==> src/design/tfn_pkg.sv <==
package tfn_pkg;

  localparam int unsigned VERTEX_SLOTS_DEF = 1024;
  localparam int unsigned IDX_W = 10;
  localparam int unsigned POS_W = 16;
  localparam int unsigned NRM_W = 16;

  typedef enum logic {
    CMD_LOAD = 1'b0,
    CMD_FACE = 1'b1
  } cmd_e;

  typedef struct packed {
    cmd_e                      command;
    logic [IDX_W-1:0]          corner_a;
    logic [IDX_W-1:0]          corner_b;
    logic [IDX_W-1:0]          corner_c;
    logic signed [POS_W-1:0]   pos_x;
    logic signed [POS_W-1:0]   pos_y;
    logic signed [POS_W-1:0]   pos_z;
  } in_item_t;

  typedef struct packed {
    logic [IDX_W-1:0]          vertex_index;
    logic signed [NRM_W-1:0]   normal_x;
    logic signed [NRM_W-1:0]   normal_y;
    logic signed [NRM_W-1:0]   normal_z;
    logic                      degenerate;
    logic                      last;
  } out_item_t;

  // One vertex position as held in the store: z, y, x from the top down.
  typedef logic [3*POS_W-1:0] vpos_t;

  // A face with its three positions fetched, handed from front to back.
  typedef struct packed {
    logic [2:0][IDX_W-1:0] idx;
    logic [2:0][3*POS_W-1:0] pos;
  } job_t;

endpackage

==> src/design/tfn_queue.sv <==
module tfn_queue (
  input  logic          clk_i,
  input  logic          rst_ni,
  input  logic          push_i,
  input  tfn_pkg::job_t data_i,
  output logic          full_o,
  input  logic          pop_i,
  output tfn_pkg::job_t data_o,
  output logic          empty_o
);
  import tfn_pkg::*;

  job_t       slot_q [2];
  logic       wptr_q;
  logic       rptr_q;
  logic [1:0] cnt_q;

  assign full_o  = (cnt_q == 2'd2);
  assign empty_o = (cnt_q == 2'd0);
  assign data_o  = slot_q[rptr_q];

  always_ff @(posedge clk_i) begin
    if (push_i && !full_o) begin
      slot_q[wptr_q] <= data_i;
    end
  end

  always_ff @(posedge clk_i or negedge rst_ni) begin
    if (!rst_ni) begin
      wptr_q <= 1'b0;
      rptr_q <= 1'b0;
      cnt_q  <= '0;
    end else begin
      if (push_i && !full_o) begin
        wptr_q <= !wptr_q;
      end
      if (pop_i && !empty_o) begin
        rptr_q <= !rptr_q;
      end
      unique case ({push_i && !full_o, pop_i && !empty_o})
        2'b10:   cnt_q <= cnt_q + 2'd1;
        2'b01:   cnt_q <= cnt_q - 2'd1;
        default: cnt_q <= cnt_q;
      endcase
    end
  end

endmodule

==> config.mk <==
export PLATFORM = sky130hd
export DESIGN_NAME = tfn_queue
export DESIGN_NICKNAME = d
export VERILOG_FILES = /design/src/design/tfn_pkg.sv /design/src/design/tfn_queue.sv
export SDC_FILE = /design/constraint.sdc
export NUM_CORES = 1
export LEC_CHECK = 0
export ABC_AREA = 1
export BUFFER_PORTS_ARGS = -buffer_cell sky130_fd_sc_hd__buf_2
export CORE_ASPECT_RATIO = 1.25
export CORE_MARGIN = 2
export CORE_UTILIZATION = 45
export CTS_BUF_LIST = sky130_fd_sc_hd__clkbuf_8
export CTS_CLUSTER_DIAMETER = 100
export DETAILED_ROUTE_END_ITERATION = 7
export PLACE_DENSITY_LB_ADDON = 0.1
export SETUP_SLACK_MARGIN = 0.5
export SYNTH_ARGS = -nofsm -noshare
export SYNTH_HDL_FRONTEND = slang
export SYNTH_SLANG_ARGS = --single-unit
==> constraint.sdc <==
create_clock -name clk_i -period 11.38 [get_ports clk_i]
set_input_delay 1.138 -clock clk_i [delete_from_list [all_inputs] [get_ports clk_i]]
set_output_delay 1.138 -clock clk_i [all_outputs]
set_load 0.005 [all_outputs]
# --- Word-level counts from Yosys, hierarchy flattened ---
# Memories as Yosys holds them, arrays and structs flattened.
# Cells that the tools add are included.
totals:
  reg_bits: 4
  ram_bits: 348
  input_bits: 178
  wordCells: 20
  memories: 1
memory_table:
  columns: ["name", "words", "width", "rd", "rd_clocked_by_memory_dff", "wr", "line", "text"]
  rows:
  - ["slot_q", 2, 174, 1, 0, 1, "tfn_queue.sv:13", "job_t slot_q [2];"]
classes:
  add_sub_neg: 2
  n_eq_ne: 3
  n_mux: 3
  reduce_logical: 8
op_table:
  columns: ["operator", "count"]
  rows:
  - ["2-bit equality test (second input constant)", 2]
  - ["1-bit logical NOT", 4]
  - ["2-bit one-hot mux with 2 select lines", 1]
  - ["2-bit by 1-bit adder with 2-bit output (second input constant)", 1]
  - ["2-bit by 1-bit equality test with 1-bit output (second input constant)", 1]
  - ["1-bit logical AND", 2]
  - ["2-bit logical NOT", 1]
  - ["1-bit two-way mux", 2]
  - ["2-bit nonzero test", 1]
  - ["2-bit by 1-bit subtractor with 2-bit output (second input constant)", 1]

# --- Depth between registers and ports, before layout ---
logic_depth:
  word_depth: 5
  depth_mapped: 10
  mapped_depth_nobuf: 10

# --- Least setup slack after synthesis ---
# Ideal clock, no wire load.
synth_timing:
  kind: "input to register"
  from: "input port push_i"
  to: "memory slot_q[1][0] (netlist name) (enable)"
  setup_ns: 0.711
  arrival_ns: 8.497
  required_time_ns: 10.669
  slack_ns: 2.172
  stages: 2
  path_cell_list: "o21ai_0 -> nor2_1"
synth_via:
  elab_chain_cells: 3
synth_lines:
  columns: ["element", "line", "text"]
  rows:
  - ["from (decl)", "tfn_queue.sv:4", "input logic push_i,"]
  - ["1-bit logical AND", "tfn_queue.sv:23", "if (push_i && !full_o) begin"]
  - ["1-bit two-way mux", "tfn_queue.sv:23", null]
  - ["1-bit two-way mux (not written as such)", "tfn_queue.sv:24", "slot_q[wptr_q] <= data_i;"]
  - ["to (decl)", "tfn_queue.sv:13", null]
# No other way between the ends.

==> flow_metrics.tcl <==
set metrics [dict create \
    finalSetupViolCount 0 \
    syn2layout_area_growth_pct 22.4 \
    p_comb_share_pct 28.7 \
    relSlewSlack_pct 28.7 \
    clockPowerShare_pct 23.4 \
    portBuffers 353 \
    nFillCells 2429 \
    grt_max_degree 101 \
    overflow 0 \
    first_pass_iters 6 \
    fmax_mhz 221 \
    rsz0062_at_grt "false" \
    cp_max_fo 88 \
    cp_cell_sequence "inv_6 -> buf_4 -> nand2_1 -> nand2_1 -> buf_2" \
    cts_buffer_depth 3 \
    dieHeight_um 194 \
    vias 8043 \
    r2r.worst_path.cells 6 \
    cts_tree "done" \
    cp.required_ns 10.24 \
    fin_crit_sh_pct 39.8 \
    seqPwrFrac_pct 47.8 \
    cts_buffers 52 \
    syn-num-nets 1121 \
    p_leak_nw 6.93 \
    post-cts-setup-buffers 0 \
    p_per_area_nw_per_um2 248 \
    synth.avg_cell_area_sq_um 13.8 \
    clock_latency_ns 0.57 \
    rr_endpoint "slot_q[0][122]" \
    synth.distinct_cells 15 \
    sw_frac_of_total_pct 32.7 \
    synth_area_leaders "edfxtp_1, nand2_1, buf_6" \
    tns_ns 0 \
    fp.dieW_um 156 \
    coreArea_sq_um 28400 \
    slew_viol_final 0 \
    end_kind "primary output" \
    dp.final_hpwl_mm 17.1 \
    finalHoldViolations 0 \
    clockRootBuffer "clkbuf_8" \
    num_rows 69 \
    cpPeakStageDelay_ns 0.85 \
    max_cap_violations 0 \
    htreeDepth 2 \
    ys_seq_area_share_pct 81.4 \
    avgViaCountPerCell 4.69 \
    synth_seq_cells 352 \
    crit_path_start_kind "flip-flop" \
    antenna_found_initial 7 \
    gp_congestion 0.720 \
    holdCritPathClass "in -> async" \
    synth_top_area_share_pct 80.6 \
    drt-total-wl_mm 27.8 \
    die_area_sq_um 30200 \
    total_power_mw 3.93 \
    pin_count 354 \
    final_net_count 1495 \
    worstMarginPinSlew_ns 1.07 \
    critical_path_class "reg -> out" \
    wl_per_cell_um 16.2 \
    crit_slowest_cell "buf_4" \
    drt_iter0_markers 446 \
    path_clk_slew_ns 0.07 \
    drive_gt1_share_pct 31.3 \
    ant_nets 0 \
    layout_min_cycle_time_ns 4.53 \
    first_global_vias 7903 \
    finClkSkew_ns 0.0271 \
    cts_hold_buf 0 \
    worstReg2RegStart "cnt_q[1]" \
    clock_sinks 352 \
    status "completed" \
    fin_hold_ws_ns 0.362 \
    initial_core_util_pct 45.6 \
    syn_area_sq_um 13000 \
    critPathArrivalTime_ns 3.39 \
    cpMostUsedCell "nand2_1" \
    power.switching_mw 1.28 \
    yosysTopAreaCell "edfxtp_1" \
    synth_cells 942 \
    rrSetupSlack_ns 8.42 \
    peakVddDrop_mv 0.149 \
    yosys_warnings 0 \
    grt_pass1_wl_mm 41.4 \
    route.detailed.drc 0 \
    grt_use_total_pct 17.8 \
    p_int_mw 2.64 \
    cts_resized 0 \
]
[critical path: cells and delay by family (launching register included)]
| kind | cells | cell delay (ns) |
|---|---|---|
| buffers and inverters | 3 | 1.64 |
| DFF | 1 | 0.80 |
| and+or+nand+nor | 2 | 0.26 |
[sequential cells by signal (all words and copies together), names as in the netlist]
| name | flops |
|---|---|
| cnt_q | 2 |
| rptr_q | 1 |
| slot_q | 348 |
| wptr_q | 1 |
[logic make-up after synthesis]
family                     Yosys count  synth area share (%)
buffers and inverters               49                  2.78
AOI/OAI and AO/OA                    1                0.0386
and+or+nand+nor                    538                  15.6
xor gates and xnor gates             1                0.0676
adders and majority gates            1                0.0965
DFF                                352                  81.4
[power groups by stage]
| stage | clock [mW] | sequential (mW) | combinational [mW] |
|---|---|---|---|
| finish | 0.921 | 1.88 | 1.13 |
| CTS | 0.951 | 1.88 | 1.16 |
| floorplan | 0 | 1.91 | 0.699 |
| detailed placement | 0 | 1.91 | 1.16 |
| global placement | 0 | 1.90 | 1.15 |
| global route | 1.01 | 1.91 | 1.29 |
[Yosys cell counts, drive strengths merged]
cell and instances:
nand3 3, ha 1, inv 10, dfrtp 4
buf 39, edfxtp 348, o21ai 1, nor2 2
nand4 1, xnor2 1, nand2 532
[final cells by class]
cell class	count	area (sq um)	share of cell area [%]
flip-flops and latches	352	10600	66.5
well taps	355	444	2.80
clock buffers	53	729	4.60
repair buffers	359	1810	11.4
clock inverters	40	210	1.32
inverters	10	47.5	0.300
multi-input cells	541	2060	13.0
diodes	5	12.5	0.0788
[layout by cell type, fill, tap and decap left out]
cell,count
inv_1,27
clkinv_2,6
clkbuf_8,53
dfrtp_1,3
nand3_1,3
nand2_1,532
diode_2,5
inv_6,2
o21ai_0,1
bufinv_16,2
ha_1,1
buf_2,353
buf_4,6
nor2_4,1
clkinv_1,13
nand4_1,1
edfxtp_1,348
nor2_1,1
xnor2_1,1
dfrtp_4,1
[per-stage QoR]
step	area (sq um)	std cells	worst slack, ns	util [%]
2_1_floorplan	13000	942	2.17	-
3_3_place_gp	14900	1617	7.37	52.5
3_5_place_dp	14900	1617	7.35	52.5
4_1_cts	15900	1710	6.70	55.8
5_1_grt	15900	1713	6.54	55.9
6_report	15900	1715	6.85	55.9
[worst max-delay path by stage]
stage / startpoint / end / slack [ns] / cells past startpoint
3_3_place_gp: rptr_q / data_o[91] / 7.37 / 5
3_5_place_dp: rptr_q / data_o[86] / 7.35 / 5
4_1_cts: rptr_q / data_o[86] / 6.70 / 5
5_1_grt: rptr_q / data_o[29] / 6.54 / 5
6_report: rptr_q / data_o[91] / 6.85 / 5
2_1_floorplan: push_i / slot_q[1][0] / 2.17 / 2
[layer usage]
layer | vias to the layer above | global-route usage (%) | share of wire [%] | wire, um
met1 | 3724 | 20.7 | 39 | 10700
met4 | 8 | 6.52 | 2.4 | 660
met5 | - | 0 | 0.21 | 59
met2 | 314 | 29.2 | 48 | 13400
met3 | 52 | 7.85 | 11 | 2970
li1 | 3945 | - | - | -
Note: power is estimated with default switching activity, not from simulation.
